--- config.mk ---
export PLATFORM = sky130hd
export DESIGN_NAME = tacho_period_filter_rpm_top_flat
export DESIGN_NICKNAME = d
export VERILOG_FILES = /design/src/rtl/core/tpf_pkg.sv /design/src/rtl/core/tpf_req_if.sv /design/src/rtl/core/tpf_rsp_if.sv /design/src/rtl/core/tpf_ram.sv /design/src/rtl/core/tacho_period_filter_rpm_top.sv /design/src/flat_wrapper.sv
export SDC_FILE = /design/constraint.sdc
export NUM_CORES = 2
export LEC_CHECK = 0
export BUFFER_PORTS_ARGS = -buffer_cell sky130_fd_sc_hd__buf_2
export CAP_MARGIN = 20
export CORE_ASPECT_RATIO = 1.2
export CORE_MARGIN = 2
export CORE_UTILIZATION = 65
export CTS_CLUSTER_DIAMETER = 150
export DETAILED_ROUTE_END_ITERATION = 6
export GPL_ROUTABILITY_DRIVEN = 1
export PLACE_DENSITY = 0.92
export SKIP_LAST_GASP = 1
export SYNTH_ARGS = -nofsm -noshare
export SYNTH_HDL_FRONTEND = slang
export SYNTH_SLANG_ARGS = --single-unit
--- constraint.sdc ---
create_clock -name clock -period 15 [get_ports clock]
set_clock_uncertainty 0.2 [all_clocks]
set_input_delay 1.5 -clock clock [delete_from_list [all_inputs] [get_ports clock]]
set_output_delay 1.5 -clock clock [all_outputs]
set_load 0.05 [all_outputs]
--- src/rtl/core/tpf_pkg.sv ---
// Shared types and constants of the tachometer period filter.
`timescale 1ns / 1ps
package tpf_pkg;

   localparam int MAX_SAMPLES  = 16;
   localparam int NUM_CHANNELS = 3;
   localparam int IDX_W        = $clog2(MAX_SAMPLES);
   localparam int WIN_W        = IDX_W + 1;
   localparam int PERIOD_W     = 16;
   localparam int SUM_W        = PERIOD_W + IDX_W;
   localparam int CNT_W        = IDX_W + 1;
   localparam int RPM_W        = 26;
   localparam int SPOKE_W      = 8;
   localparam int DEN_W        = SPOKE_W + PERIOD_W;
   localparam int RING_DEPTH   = NUM_CHANNELS * MAX_SAMPLES;
   localparam int RING_AW      = $clog2(RING_DEPTH);
   localparam int CSR_AW       = 5;
   localparam int CSR_DW       = 32;

   localparam logic [RPM_W-1:0] RPM_NUMERATOR = RPM_W'(60000000);

   localparam logic [1:0] CH_FLY     = 2'd2;
   localparam logic [1:0] CH_ILLEGAL = 2'd3;

   typedef enum logic [1:0] {
      STATUS_OK       = 2'd0,
      STATUS_ILLEGAL  = 2'd1,
      STATUS_ZERO_SUM = 2'd2,
      STATUS_NO_BAND  = 2'd3
   } status_type;

   typedef enum logic [2:0] {
      REG_DRIVE_WINDOW = 3'd0,
      REG_FLY_WINDOW   = 3'd1,
      REG_DRIVE_BAND   = 3'd2,
      REG_FLY_BAND     = 3'd3,
      REG_DRIVE_SPOKES = 3'd4,
      REG_FLY_SPOKES   = 3'd5,
      REG_SPARE_6      = 3'd6,
      REG_SPARE_7      = 3'd7
   } reg_index_type;

endpackage

--- src/rtl/core/tpf_req_if.sv ---
// Request channel interface of the tachometer period filter.
`timescale 1ns / 1ps
interface tpf_req_if import tpf_pkg::*; ();
   logic                valid;
   logic                ready;
   logic [1:0]          channel;
   logic [PERIOD_W-1:0] new_period;
   logic [PERIOD_W-1:0] elapsed_ticks;

   modport source (output valid, channel, new_period, elapsed_ticks, input ready);
   modport sink (input valid, channel, new_period, elapsed_ticks, output ready);
endinterface

--- src/rtl/core/tpf_rsp_if.sv ---
// Response channel interface of the tachometer period filter.
`timescale 1ns / 1ps
interface tpf_rsp_if import tpf_pkg::*; ();
   logic                valid;
   logic                ready;
   logic [RPM_W-1:0]    rpm_scaled;
   logic [PERIOD_W-1:0] period_estimate;
   logic [1:0]          status;

   modport source (output valid, rpm_scaled, period_estimate, status, input ready);
   modport sink (input valid, rpm_scaled, period_estimate, status, output ready);
endinterface

--- src/rtl/core/tpf_ram.sv ---
// Generic single-port-write, single-port-read RAM with registered read data.
`timescale 1ns / 1ps
module tpf_ram #(
   parameter int WIDTH = 16,
   parameter int DEPTH = 48
) (
   input  logic                     clock,
   input  logic                     we,
   input  logic [$clog2(DEPTH)-1:0] waddr,
   input  logic [WIDTH-1:0]         wdata,
   input  logic [$clog2(DEPTH)-1:0] raddr,
   output logic [WIDTH-1:0]         rdata
);

   logic [WIDTH-1:0] mem_ff [DEPTH];
   logic [WIDTH-1:0] rdata_ff;

   always_ff @(posedge clock) begin
      if (we) begin
         mem_ff[waddr] <= wdata;
      end
      rdata_ff <= mem_ff[raddr];
   end

   assign rdata = rdata_ff;

endmodule

--- src/rtl/core/tacho_period_filter_rpm_top.sv ---
// Top level of the tachometer period filter with period to rpm conversion.
`timescale 1ns / 1ps
// Each request names an encoder channel and carries its newest pulse period and the ticks
// elapsed since the last pulse; the period is stored in that channel's ring, the ring entries
// within the band of the newest are summed and averaged, and the result is the period estimate
// and rpm_scaled = 60000000 / (spokes * estimate) with a status. One transaction is processed
// at a time. A legal request passes an accept state, walks the ring through the RAM read port in
// the walk and last states, passes a check state, the shared bit-serial divider for the mean, a
// multiply state, the divider again for the rpm and a done state that loads the response register
// once it is free. When the elapsed ticks replace the mean the mean division is skipped; a zero
// in-band sum finishes right after the check, an illegal channel straight after the accept. A
// finished response waits in its own register, so the next request is accepted while it is
// still unread. Configuration registers sit at byte address 4 * index on the APB port.
module tacho_period_filter_rpm_top import tpf_pkg::*; (
   input  logic              clock,
   input  logic              reset,
   tpf_req_if.sink           req_chan,
   tpf_rsp_if.source         rsp_chan,
   input  logic              psel,
   input  logic              penable,
   input  logic              pwrite,
   input  logic [CSR_AW-1:0] paddr,
   input  logic [CSR_DW-1:0] pwdata,
   output logic [CSR_DW-1:0] prdata,
   output logic              pready
);

   localparam int EST_SHIFT = RPM_W - SUM_W;
   localparam int STEP_W    = $clog2(RPM_W + 1);

   typedef enum logic [2:0] {
      S_IDLE,
      S_WALK,
      S_LAST,
      S_CHECK,
      S_DIV_EST,
      S_MUL,
      S_DIV_RPM,
      S_DONE
   } state_type;

   // Configuration registers.
   logic [WIN_W-1:0]    drive_window_ff, fly_window_ff;
   logic [PERIOD_W-1:0] drive_band_ff, fly_band_ff;
   logic [SPOKE_W-1:0]  drive_spokes_ff, fly_spokes_ff;
   logic                csr_we;
   reg_index_type       csr_idx;

   // Engine registers.
   state_type           state_ff, state_in;
   logic [1:0]          ch_ff, ch_in;
   logic [PERIOD_W-1:0] newest_ff, newest_in;
   logic [PERIOD_W-1:0] elapsed_ff, elapsed_in;
   logic [WIN_W-1:0]    window_ff, window_in;
   logic [PERIOD_W-1:0] band_ff, band_in;
   logic [SPOKE_W-1:0]  spokes_ff, spokes_in;
   logic [IDX_W-1:0]    idx_ff, idx_in;
   logic                pend_ff, pend_in;
   logic [SUM_W-1:0]    sum_ff, sum_in;
   logic [CNT_W-1:0]    cnt_ff, cnt_in;
   logic [PERIOD_W-1:0] est_ff, est_in;
   logic [RPM_W-1:0]    rpm_ff, rpm_in;
   status_type          status_ff, status_in;
   logic [RPM_W-1:0]    q_ff, q_in;
   logic [DEN_W-1:0]    rem_ff, rem_in;
   logic [DEN_W-1:0]    den_ff, den_in;
   logic [STEP_W-1:0]   step_ff, step_in;
   logic [IDX_W-1:0]    ptr_ff [NUM_CHANNELS];
   logic [IDX_W-1:0]    ptr_in [NUM_CHANNELS];
   logic [RING_DEPTH-1:0] vld_ff, vld_in;
   logic                rd_ok_ff, rd_ok_in;
   logic                rsp_valid_ff, rsp_valid_in;
   logic [RPM_W-1:0]    rsp_rpm_ff, rsp_rpm_in;
   logic [PERIOD_W-1:0] rsp_est_ff, rsp_est_in;
   status_type          rsp_status_ff, rsp_status_in;

   // Ring RAM ports.
   logic                ram_we;
   logic [RING_AW-1:0]  ram_waddr, ram_raddr;
   logic [PERIOD_W-1:0] ram_rdata;

   // Helper signals.
   logic                accept;
   logic [WIN_W-1:0]    win_raw, win_clamped;
   logic [IDX_W-1:0]    ptr_cur, ptr_wr;
   logic [WIN_W-1:0]    ptr_inc;
   logic [PERIOD_W-1:0] ring_val, diff;
   logic [SUM_W:0]      sum_band;
   logic [DEN_W:0]      dv_r, dv_diff;
   logic                dv_ge;
   logic [DEN_W-1:0]    rem_step;
   logic [RPM_W-1:0]    q_step;
   logic [DEN_W-1:0]    prod;

   tpf_ram #(
      .WIDTH (PERIOD_W),
      .DEPTH (RING_DEPTH)
   ) u_ring (
      .clock (clock),
      .we    (ram_we),
      .waddr (ram_waddr),
      .wdata (req_chan.new_period),
      .raddr (ram_raddr),
      .rdata (ram_rdata)
   );

   // APB configuration port.
   assign pready  = 1'b1;
   assign csr_idx = reg_index_type'(paddr[CSR_AW-1:2]);
   assign csr_we  = psel && penable && pwrite && pready;

   always_comb begin
      prdata = '0;
      unique case (csr_idx)
         REG_DRIVE_WINDOW: prdata = CSR_DW'(drive_window_ff);
         REG_FLY_WINDOW:   prdata = CSR_DW'(fly_window_ff);
         REG_DRIVE_BAND:   prdata = CSR_DW'(drive_band_ff);
         REG_FLY_BAND:     prdata = CSR_DW'(fly_band_ff);
         REG_DRIVE_SPOKES: prdata = CSR_DW'(drive_spokes_ff);
         REG_FLY_SPOKES:   prdata = CSR_DW'(fly_spokes_ff);
         REG_SPARE_6:      prdata = '0;
         REG_SPARE_7:      prdata = '0;
      endcase
   end

   always_ff @(posedge clock) begin
      if (reset) begin
         drive_window_ff <= WIN_W'(8);
         fly_window_ff   <= WIN_W'(8);
         drive_band_ff   <= PERIOD_W'(100);
         fly_band_ff     <= PERIOD_W'(100);
         drive_spokes_ff <= SPOKE_W'(8);
         fly_spokes_ff   <= SPOKE_W'(8);
      end else if (csr_we) begin
         unique case (csr_idx)
            REG_DRIVE_WINDOW: drive_window_ff <= pwdata[WIN_W-1:0];
            REG_FLY_WINDOW:   fly_window_ff   <= pwdata[WIN_W-1:0];
            REG_DRIVE_BAND:   drive_band_ff   <= pwdata[PERIOD_W-1:0];
            REG_FLY_BAND:     fly_band_ff     <= pwdata[PERIOD_W-1:0];
            REG_DRIVE_SPOKES: drive_spokes_ff <= pwdata[SPOKE_W-1:0];
            REG_FLY_SPOKES:   fly_spokes_ff   <= pwdata[SPOKE_W-1:0];
            REG_SPARE_6:      ;
            REG_SPARE_7:      ;
         endcase
      end
   end

   // Handshake.
   assign req_chan.ready           = (state_ff == S_IDLE);
   assign accept                   = req_chan.valid && req_chan.ready;
   assign rsp_chan.valid           = rsp_valid_ff;
   assign rsp_chan.rpm_scaled      = rsp_rpm_ff;
   assign rsp_chan.period_estimate = rsp_est_ff;
   assign rsp_chan.status          = rsp_status_ff;

   // Window, pointer and ring write for an incoming request.
   always_comb begin
      win_raw = (req_chan.channel == CH_FLY) ? fly_window_ff : drive_window_ff;
      if (win_raw == '0) begin
         win_clamped = WIN_W'(1);
      end else if (win_raw > WIN_W'(MAX_SAMPLES)) begin
         win_clamped = WIN_W'(MAX_SAMPLES);
      end else begin
         win_clamped = win_raw;
      end
      ptr_cur = '0;
      for (int c = 0; c < NUM_CHANNELS; c++) begin
         if (req_chan.channel == 2'(c)) begin
            ptr_cur = ptr_ff[c];
         end
      end
      ptr_wr    = ({1'b0, ptr_cur} >= win_clamped) ? '0 : ptr_cur;
      ptr_inc   = {1'b0, ptr_wr} + WIN_W'(1);
      ram_we    = accept && (req_chan.channel != CH_ILLEGAL);
      ram_waddr = RING_AW'(req_chan.channel) * RING_AW'(MAX_SAMPLES) + RING_AW'(ptr_wr);
      ram_raddr = RING_AW'(ch_ff) * RING_AW'(MAX_SAMPLES) + RING_AW'(idx_ff);
   end

   // In-band test on the entry read back from the ring.
   always_comb begin
      ring_val = rd_ok_ff ? ram_rdata : '0;
      diff     = (ring_val >= newest_ff) ? ring_val - newest_ff : newest_ff - ring_val;
      sum_band = {1'b0, sum_ff} + (SUM_W + 1)'(band_ff);
   end

   // Shared restoring divider, one quotient bit per cycle.
   always_comb begin
      dv_r     = {rem_ff, q_ff[RPM_W-1]};
      dv_diff  = dv_r - {1'b0, den_ff};
      dv_ge    = (dv_r >= {1'b0, den_ff});
      rem_step = dv_ge ? dv_diff[DEN_W-1:0] : dv_r[DEN_W-1:0];
      q_step   = {q_ff[RPM_W-2:0], dv_ge};
      prod     = DEN_W'(spokes_ff) * DEN_W'(est_ff);
   end

   always_comb begin
      state_in      = state_ff;
      ch_in         = ch_ff;
      newest_in     = newest_ff;
      elapsed_in    = elapsed_ff;
      window_in     = window_ff;
      band_in       = band_ff;
      spokes_in     = spokes_ff;
      idx_in        = idx_ff;
      pend_in       = 1'b0;
      sum_in        = sum_ff;
      cnt_in        = cnt_ff;
      est_in        = est_ff;
      rpm_in        = rpm_ff;
      status_in     = status_ff;
      q_in          = q_ff;
      rem_in        = rem_ff;
      den_in        = den_ff;
      step_in       = step_ff;
      ptr_in        = ptr_ff;
      vld_in        = vld_ff;
      rd_ok_in      = vld_ff[ram_raddr];
      rsp_valid_in  = rsp_valid_ff && !rsp_chan.ready;
      rsp_rpm_in    = rsp_rpm_ff;
      rsp_est_in    = rsp_est_ff;
      rsp_status_in = rsp_status_ff;

      if (pend_ff) begin
         if (diff <= band_ff) begin
            sum_in = sum_ff + SUM_W'(ring_val);
            cnt_in = cnt_ff + CNT_W'(1);
         end
      end

      unique case (state_ff)
         S_IDLE: begin
            if (accept) begin
               ch_in      = req_chan.channel;
               newest_in  = req_chan.new_period;
               elapsed_in = req_chan.elapsed_ticks;
               window_in  = win_clamped;
               idx_in     = '0;
               sum_in     = '0;
               cnt_in     = '0;
               if (req_chan.channel == CH_FLY) begin
                  band_in   = fly_band_ff;
                  spokes_in = (fly_spokes_ff == '0) ? SPOKE_W'(1) : fly_spokes_ff;
               end else begin
                  band_in   = drive_band_ff;
                  spokes_in = (drive_spokes_ff == '0) ? SPOKE_W'(1) : drive_spokes_ff;
               end
               if (req_chan.channel == CH_ILLEGAL) begin
                  rpm_in    = '0;
                  est_in    = '0;
                  status_in = STATUS_ILLEGAL;
                  state_in  = S_DONE;
               end else begin
                  vld_in[ram_waddr] = 1'b1;
                  ptr_in[req_chan.channel] = (ptr_inc >= win_clamped) ? '0
                                                                     : ptr_inc[IDX_W-1:0];
                  state_in = S_WALK;
               end
            end
         end
         S_WALK: begin
            pend_in = 1'b1;
            idx_in  = idx_ff + IDX_W'(1);
            if ({1'b0, idx_ff} == window_ff - WIN_W'(1)) begin
               state_in = S_LAST;
            end
         end
         S_LAST: begin
            state_in = S_CHECK;
         end
         S_CHECK: begin
            rpm_in    = '0;
            est_in    = '0;
            status_in = STATUS_OK;
            if (sum_ff == '0) begin
               status_in = STATUS_ZERO_SUM;
               state_in  = S_DONE;
            end else if (cnt_ff == '0) begin
               status_in = STATUS_NO_BAND;
               state_in  = S_DONE;
            end else if (sum_band < (SUM_W + 1)'(elapsed_ff)) begin
               est_in   = elapsed_ff;
               state_in = S_MUL;
            end else begin
               q_in     = {sum_ff, {EST_SHIFT{1'b0}}};
               rem_in   = '0;
               den_in   = DEN_W'(cnt_ff);
               step_in  = STEP_W'(SUM_W);
               state_in = S_DIV_EST;
            end
         end
         S_DIV_EST: begin
            q_in    = q_step;
            rem_in  = rem_step;
            step_in = step_ff - STEP_W'(1);
            if (step_ff == STEP_W'(1)) begin
               est_in   = q_step[PERIOD_W-1:0];
               state_in = S_MUL;
            end
         end
         S_MUL: begin
            if (est_ff == '0) begin
               rpm_in   = '0;
               state_in = S_DONE;
            end else begin
               den_in   = prod;
               q_in     = RPM_NUMERATOR;
               rem_in   = '0;
               step_in  = STEP_W'(RPM_W);
               state_in = S_DIV_RPM;
            end
         end
         S_DIV_RPM: begin
            q_in    = q_step;
            rem_in  = rem_step;
            step_in = step_ff - STEP_W'(1);
            if (step_ff == STEP_W'(1)) begin
               rpm_in   = q_step;
               state_in = S_DONE;
            end
         end
         S_DONE: begin
            if (!rsp_valid_ff || rsp_chan.ready) begin
               rsp_valid_in  = 1'b1;
               rsp_rpm_in    = rpm_ff;
               rsp_est_in    = est_ff;
               rsp_status_in = status_ff;
               state_in      = S_IDLE;
            end
         end
         default: state_in = S_IDLE;
      endcase
   end

   always_ff @(posedge clock) begin
      ch_ff         <= ch_in;
      newest_ff     <= newest_in;
      elapsed_ff    <= elapsed_in;
      window_ff     <= window_in;
      band_ff       <= band_in;
      spokes_ff     <= spokes_in;
      idx_ff        <= idx_in;
      sum_ff        <= sum_in;
      cnt_ff        <= cnt_in;
      est_ff        <= est_in;
      rpm_ff        <= rpm_in;
      status_ff     <= status_in;
      q_ff          <= q_in;
      rem_ff        <= rem_in;
      den_ff        <= den_in;
      step_ff       <= step_in;
      rd_ok_ff      <= rd_ok_in;
      rsp_rpm_ff    <= rsp_rpm_in;
      rsp_est_ff    <= rsp_est_in;
      rsp_status_ff <= rsp_status_in;
      if (reset) begin
         state_ff     <= S_IDLE;
         pend_ff      <= 1'b0;
         vld_ff       <= '0;
         rsp_valid_ff <= 1'b0;
         for (int c = 0; c < NUM_CHANNELS; c++) begin
            ptr_ff[c] <= '0;
         end
      end else begin
         state_ff     <= state_in;
         pend_ff      <= pend_in;
         vld_ff       <= vld_in;
         rsp_valid_ff <= rsp_valid_in;
         ptr_ff       <= ptr_in;
      end
   end

endmodule

--- src/flat_wrapper.sv ---
// flat-port wrapper written by rule: the top's interface ports become plain ports
module tacho_period_filter_rpm_top_flat import tpf_pkg::*;
  (clock, reset, psel, penable, pwrite, paddr, pwdata, prdata, pready, req_chan_valid, req_chan_channel, req_chan_new_period, req_chan_elapsed_ticks, req_chan_ready, rsp_chan_valid, rsp_chan_rpm_scaled, rsp_chan_period_estimate, rsp_chan_status, rsp_chan_ready);
  tpf_req_if req_chan_i ();
  tpf_rsp_if rsp_chan_i ();
  input  logic clock;
  input  logic reset;
  input  logic psel;
  input  logic penable;
  input  logic pwrite;
  input  logic [CSR_AW-1:0] paddr;
  input  logic [CSR_DW-1:0] pwdata;
  output logic [CSR_DW-1:0] prdata;
  output logic pready;
  input wire logic [$bits(req_chan_i.valid)-1:0] req_chan_valid;
  input wire logic [$bits(req_chan_i.channel)-1:0] req_chan_channel;
  input wire logic [$bits(req_chan_i.new_period)-1:0] req_chan_new_period;
  input wire logic [$bits(req_chan_i.elapsed_ticks)-1:0] req_chan_elapsed_ticks;
  output wire logic [$bits(req_chan_i.ready)-1:0] req_chan_ready;
  output wire logic [$bits(rsp_chan_i.valid)-1:0] rsp_chan_valid;
  output wire logic [$bits(rsp_chan_i.rpm_scaled)-1:0] rsp_chan_rpm_scaled;
  output wire logic [$bits(rsp_chan_i.period_estimate)-1:0] rsp_chan_period_estimate;
  output wire logic [$bits(rsp_chan_i.status)-1:0] rsp_chan_status;
  input wire logic [$bits(rsp_chan_i.ready)-1:0] rsp_chan_ready;
  assign req_chan_i.valid = req_chan_valid;
  assign req_chan_i.channel = req_chan_channel;
  assign req_chan_i.new_period = req_chan_new_period;
  assign req_chan_i.elapsed_ticks = req_chan_elapsed_ticks;
  assign req_chan_ready = req_chan_i.ready;
  assign rsp_chan_valid = rsp_chan_i.valid;
  assign rsp_chan_rpm_scaled = rsp_chan_i.rpm_scaled;
  assign rsp_chan_period_estimate = rsp_chan_i.period_estimate;
  assign rsp_chan_status = rsp_chan_i.status;
  assign rsp_chan_i.ready = rsp_chan_ready;
  tacho_period_filter_rpm_top u_core (.clock(clock), .reset(reset), .req_chan(req_chan_i), .rsp_chan(rsp_chan_i), .psel(psel), .penable(penable), .pwrite(pwrite), .paddr(paddr), .pwdata(pwdata), .prdata(prdata), .pready(pready));
endmodule
# [Word-level counts from Yosys, hierarchy flattened]
# Memory sizes are Yosys's and may differ from the RTL's. A register that Yosys moved wholly into a read port is not among the register bits.
# Cells that the tools add are included.
[totals] reg_bits=383 mem_bits_rw=768 in_bits=78 out_inout_bits=79 word_cells=222 n_memories=1
[classes] addsub=12 multipliers=1 magnitude_cmp=12 n_eq_ne=31 n_mux=86 bitwise=3 reduce_logical=43
[memory_table] name="u_core.u_ring.mem_ff" words=48 word_bits=16 rd=1 rd_ports_with_merged_regs=1 wr=1 line="tpf_ram.sv:15" text="logic [WIDTH-1:0] mem_ff [DEPTH];"
[op_table] operator="$pmux 32 s7" count=1
[op_table] operator="$mux 24" count=9
[op_table] operator="$mux 26" count=8
[op_table] operator="$mux 16" count=9
[op_table] operator="$pmux 26 s4" count=1
[op_table] operator="$mux 20" count=4
[op_table] operator="$pmux 26 s3" count=1
[op_table] operator="$pmux 24 s3" count=1
[op_table] operator="$mux 5" count=11
[op_table] operator="$or 48x48->48" count=1
[op_table] operator="$pmux 16 s3" count=1
[op_table] operator="$pmux 24 s2" count=1
[op_table] operator="$sub 16x16->16" count=2
[op_table] operator="$mux 4" count=7
[op_table] operator="$ge 25x24->1" count=1
[op_table] operator="$eq 3x3->1 const B" count=8
[op_table] operator="$mul 8x16->24" count=1
[op_table] operator="$mux 3" count=8
[op_table] operator="$mux 8" count=3
[op_table] operator="$pmux 3 s8" count=1
[op_table] operator="$sub 24x24->24" count=1
[op_table] operator="$add 20x16->21" count=1
[op_table] operator="$lt 21x16->1" count=1
[op_table] operator="$add 20x16->20" count=1
[op_table] operator="50 further kinds" count=105

# [Logic depth before layout (Yosys ltp)]
[logic_depth] word_depth=13 mapped_depth=28 ltp_nobuf=23

# [Hierarchy]
# From an unflattened synthesis, not the netlist that was laid out.
[hier_totals] cells_unflattened=3999 hier_area_um2=54882.6
[modules_own_cells] mod="tpf_ram" n_inst=1 cells_per_inst=1496 area_per_inst_um2=30279.0
[modules_own_cells] mod="tacho_period_filter_rpm_top" n_inst=1 cells_per_inst=2503 area_per_inst_um2=24603.6

# [Least setup slack after synthesis]
# OpenSTA, ideal clock, no wires.
[synth_path] path_type="in2reg" from="input port req_chan_channel[1]" to="register u_core.ptr_ff[11] in the netlist's numbering" setup_ns=0.070 arrival_ns=5.567 required_time_ns=14.730 slack_ns=9.163 stages=24 n_path_buf=3 path_cell_list="buf_4 -> nor2b_1 -> buf_2 -> mux2_2 -> buf_2 -> and2_1 -> nor2_1 -> inv_1 -> ha_1 -> a21o_1 -> a21o_1 -> a21oi_2 -> nor2_2 -> nor2_1 -> ha_1 -> ha_1 -> a21o_1 -> a21oi_1 -> nor2b_1 -> o21ai_0 -> nand2b_1 -> and2b_1 -> nand2_1 -> a21oi_1"
[synth_between] elab_chain_len=11 elab_cells_between_ends=26 cone_classes="1 x add/sub; 5 x order compare; 3 x eq/ne; 11 x mux; 2 x bitwise; 4 x reduce/logical"
[synth_rtl] item="start: declaration" line="flat_wrapper.sv:16" text="input wire logic [$bits(req_chan_i.channel)-1:0] req_chan_channel;"
[synth_rtl] item="$eq 2x2->1 *" line="tacho_period_filter_rpm_top.sv:158" text="win_raw = (req_chan.channel == CH_FLY) ? fly_window_ff : drive_window_ff;"
[synth_rtl] item="$mux 5 *" line="tacho_period_filter_rpm_top.sv:158"
[synth_rtl] item="$gt 5x5->1" line="tacho_period_filter_rpm_top.sv:161" text="end else if (win_raw > WIN_W'(MAX_SAMPLES)) begin"
[synth_rtl] item="$mux 5" line="tacho_period_filter_rpm_top.sv:161"
[synth_rtl] item="$mux 5 *" line="tacho_period_filter_rpm_top.sv:159" text="if (win_raw == '0) begin"
[synth_rtl] item="net u_core.win_clamped[4]" line="tacho_period_filter_rpm_top.sv:84" text="logic [WIN_W-1:0] win_raw, win_clamped;"
[synth_rtl] item="$ge 4x5->1" line="tacho_period_filter_rpm_top.sv:172" text="ptr_wr = ({1'b0, ptr_cur} >= win_clamped) ? '0 : ptr_cur;"
[synth_rtl] item="$mux 4" line="tacho_period_filter_rpm_top.sv:172"
[synth_rtl] item="$add 4x1->5" line="tacho_period_filter_rpm_top.sv:173" text="ptr_inc = {1'b0, ptr_wr} + WIN_W'(1);"
[synth_rtl] item="$ge 5x5->1" line="tacho_period_filter_rpm_top.sv:254" text="ptr_in[req_chan.channel] = (ptr_inc >= win_clamped) ? '0"
[synth_rtl] item="$mux 4 *" line="tacho_period_filter_rpm_top.sv:254"
[synth_rtl] item="$bwmux 12 *" line="tacho_period_filter_rpm_top.sv:254"
[synth_rtl] item="end signal: assignment" line="tacho_period_filter_rpm_top.sv:368" text="ptr_ff <= ptr_in;"
[synth_rtl] item="end: declaration" line="tacho_period_filter_rpm_top.sv:68" text="logic [IDX_W-1:0] ptr_ff [NUM_CHANNELS];"
# Mark *: on every way through the listed nets, which the timed path passes. The rest lies on a longest branch.
# A chain may end at the register's enable or synchronous reset.

# [Worst setup path in the final report]
[layout_path] from="register u_core.rd_ok_ff" to="register u_core.sum_ff[18]"
[layout_between] elab_chain_len=8 elab_cells_between_ends=11 cone_classes="3 x add/sub; 2 x order compare; 6 x mux"
[layout_rtl] item="start: declaration" line="tacho_period_filter_rpm_top.sv:71" text="logic rd_ok_ff, rd_ok_in;"
[layout_rtl] item="start signal: assignment" line="tacho_period_filter_rpm_top.sv:351" text="rd_ok_ff <= rd_ok_in;"
[layout_rtl] item="$mux 16 *" line="tacho_period_filter_rpm_top.sv:181" text="ring_val = rd_ok_ff ? ram_rdata : '0;"
[layout_rtl] item="$sub 16x16->16 / $ge 16x16->1 (equally long branches)" line="tacho_period_filter_rpm_top.sv:182" text="diff = (ring_val >= newest_ff) ? ring_val - newest_ff : newest_ff - ring_val;"
[layout_rtl] item="$mux 16" line="tacho_period_filter_rpm_top.sv:182"
[layout_rtl] item="$le 16x16->1" line="tacho_period_filter_rpm_top.sv:224" text="if (diff <= band_ff) begin"
[layout_rtl] item="$mux 20 *" line="tacho_period_filter_rpm_top.sv:224"
[layout_rtl] item="$mux 20 *" line="tacho_period_filter_rpm_top.sv:223" text="if (pend_ff) begin"
[layout_rtl] item="$mux 20" line="tacho_period_filter_rpm_top.sv:232" text="if (accept) begin"
[layout_rtl] item="$mux 20 *" line="tacho_period_filter_rpm_top.sv:230" text="unique case (state_ff)"
[layout_rtl] item="net u_core.sum_in[18]" line="tacho_period_filter_rpm_top.sv:59" text="logic [SUM_W-1:0] sum_ff, sum_in;"
[layout_rtl] item="end signal: assignment" line="tacho_period_filter_rpm_top.sv:342" text="sum_ff <= sum_in;"
[layout_rtl] item="end: declaration" line="tacho_period_filter_rpm_top.sv:59"
# Marked as above.

==> metrics.cfg <==
[outcome]
status = finished, violations left
violations = design-rule violations

[sta]
timing.final.crit_share = 0.449
period_minus_slack_ns = 6.74
max_slew_margin = 0.261
maxSlewViolCount = 0
setup-tns-final_ns = 0
rsz0062_at_grt = false
fmax_mhz = 148
setup-violations-final = 0
hold_viol = 0
setup_ws_ns = 8.26
worst_slew_pin_slew_ns = 1.11

[floorplan]
rows = 116
die_area_sq_um = 85900
die_x_um = 268
die_h_um = 321
start_util = 0.654
core_area_sq_um = 83000
num_io_pins = 157

[finish]
multi_input_area_sq_um = 19300
drive_gt1_frac = 0.172
nets = 4181
fillers = 4748
final_core_util = 0.719
final_cell_mix = edfxtp_1 (1002), nor2_1 (285), nand2_1 (274), mux4_2 (255), inv_1 (221)
fin_cells = 5047
area_delta_synth_final_pct = 9.98
regArea_sq_um = 33400
final_common_cell = edfxtp_1

[worst_setup_path]
cp_data_required_time_ns = 15.34
critPathLaunchType = flip-flop
cp-end-kind = flip-flop
path_delay_family = compound AO/OA/AOI/OAI gates
slowest_stage = dfxtp_1
path_buf_inv = 1
crit_path_max_fanout = 29
path_cells = nand2_1 -> ha_1 -> ha_1 -> nor2b_1 -> o22ai_1 -> o21ai_1 -> a41oi_2 -> o31a_1 -> a21oi_4 -> a2111oi_0 -> a21oi_1 -> xor2_1 -> ha_1 -> nand4_1 -> or2_2 -> o31ai_1 -> nand3_1 -> buf_4 -> nor4_1 -> xnor2_1 -> nor2_1
crit_type = reg -> reg
worstPathArrival_ns = 7.08
cpPeakStageDelay_ns = 0.96
path_common_cell = ha_1

[flow_run]
maxCapViolations = 0

[global_route]
grtUsageTotal = 0.337
grt_max_degree = 94
grt_overflow = 0
antenna_found_initial = 4
grt_pass1_vias = 33900
grt_first_pass_wirelength_um = 213000

[placed_design]
place_inst = 4852
dp_hpwl_um = 89300
io_buffer_count = 121
dp_slack_ns = 7.99
gp_congestion = 0.936

[power]
power_density_nw_per_um2 = 182
finalPower_mw = 10.9
p_leak_nw = 21.5
vdd_drop_max_v = 0.000171

[detailed_routing]
via_per_inst = 6.77
post_drt_wl_per_cell_um = 28.4
route.detailed.drc = 4
first_iter_violations = 4825
wl_um = 144000
ant_nets = 0
dr.pass1.iters = 7
vias = 34200

[cts]
root_buffer = clkbuf_16
postCtsSetupBuffers = 0
cts_buffer_depth = 3
cts_buffers = 105
cts.sinks = 1167
post_cts_resized = 0
ctsHoldBuffers = 0
clock_latency_ns = 0.71
htreeDepth = 3
cts_tree = built
cts.clk_slew.worst_paths_ns = 0.07

[min_path]
hp-class = reg -> reg

[logic_synthesis]
synthArstFlopShare = 0
ys.flop_type = edfxtp_1
synth.distinct_cells = 98
synth_edf_count = 1002
avgSynthCellArea_sq_um = 14.6
synth_cells = 3709
netlist_area_sq_um = 54300
synth_warnings = 0
ys_ff_latch = 1167
ys_seq_area_frac = 0.615

-- cells by family after synthesis --
| kind of cell | synth area share |
|---|---|
| muxes | 0.129 |
| adders and majority gates | 0.0726 |
| xor gates and xnor gates | 0.0148 |
| and+or+nand+nor | 0.0765 |
| buffers and inverters | 0.0305 |
| AOI/OAI and AO/OA | 0.0615 |
| DFF | 0.615 |
| other | 0.000138 |
-- report_power, final --
group	leakage, nW	internal (mW)	switching (mW)
sequential	10.4	3.78	0.197
combinational	9.41	1.75	2.36
clock	1.71	1.56	1.23
-- routing by layer --
layer	wire, um	part of all wire	global-route usage	vias to the layer above
li1	-	-	-	14100
met2	70800	0.49	0.564	2509
met3	13400	0.093	0.0570	563
met4	10400	0.072	0.201	4
met5	30	0.00021	0	-
met1	49000	0.34	0.414	17000
-- synthesized netlist by cell type (58+ instances only) --
cell / n / share of area
xnor2_1: 58 / 0.0094
and2_1: 86 / 0.0099
nor2_1: 288 / 0.020
ha_1: 175 / 0.040
a21oi_1: 198 / 0.018
dfxtp_1: 165 / 0.061
mux4_2: 255 / 0.11
edfxtp_1: 1002 / 0.55
fa_1: 87 / 0.032
nand2_1: 274 / 0.019
mux2i_1: 98 / 0.018
o21ai_0: 82 / 0.0076
inv_1: 221 / 0.015
clkbuf_1: 120 / 0.0083
-- state kept, by name (all words and copies together), names as in the netlist, 8 cells and up --
| name | cells |
|---|---|
| u_core.band_ff | 16 |
| u_core.den_ff | 24 |
| u_core.drive_band_ff | 16 |
| u_core.drive_spokes_ff | 8 |
| u_core.elapsed_ff | 16 |
| u_core.est_ff | 16 |
| u_core.fly_band_ff | 16 |
| u_core.fly_spokes_ff | 8 |
| u_core.newest_ff | 16 |
| u_core.ptr_ff | 12 |
| u_core.q_ff | 26 |
| u_core.rem_ff | 24 |
| u_core.rpm_ff | 26 |
| u_core.rsp_chan.period_estimate | 16 |
| u_core.rsp_chan.rpm_scaled | 26 |
| u_core.spokes_ff | 8 |
| u_core.sum_ff | 20 |
| u_core.u_ring.mem_ff | 768 |
| u_core.u_ring.rdata | 16 |
| u_core.vld_ff | 48 |
-- worst paths after layout --
check             slack [ns]  cells after the start             start                       endpoint
setup / recovery        8.26                     21   u_core.rd_ok_ff              u_core.sum_ff[18]
hold / removal          0.21                      0  u_core.rpm_ff[3]  u_core.rsp_chan.rpm_scaled[3]
setup reg to reg        8.26                     21   u_core.rd_ok_ff              u_core.sum_ff[18]
hold reg to reg         0.21                      0  u_core.rpm_ff[3]  u_core.rsp_chan.rpm_scaled[3]
-- layout make-up --
cell class	instances	area share
Sequential cell	1167	0.559
Clock inverter	61	0.0117
Multi-Input combinational cell	2148	0.324
Clock buffer	129	0.0472
Timing Repair Buffer	195	0.0201
Antenna cell	2	0.0000838
Inverter	224	0.0141
Tap cell	1121	0.0235
-- through the flow --
stage / hold WS [ns] / area, sq um
floorplan: 0.200 / 54300
global placement: 0.200 / 56100
detailed placement: 0.205 / 56100
CTS: 0.215 / 59600
global route: 0.216 / 59700
finish: 0.215 / 59700
(Power assumes the default switching activity.)
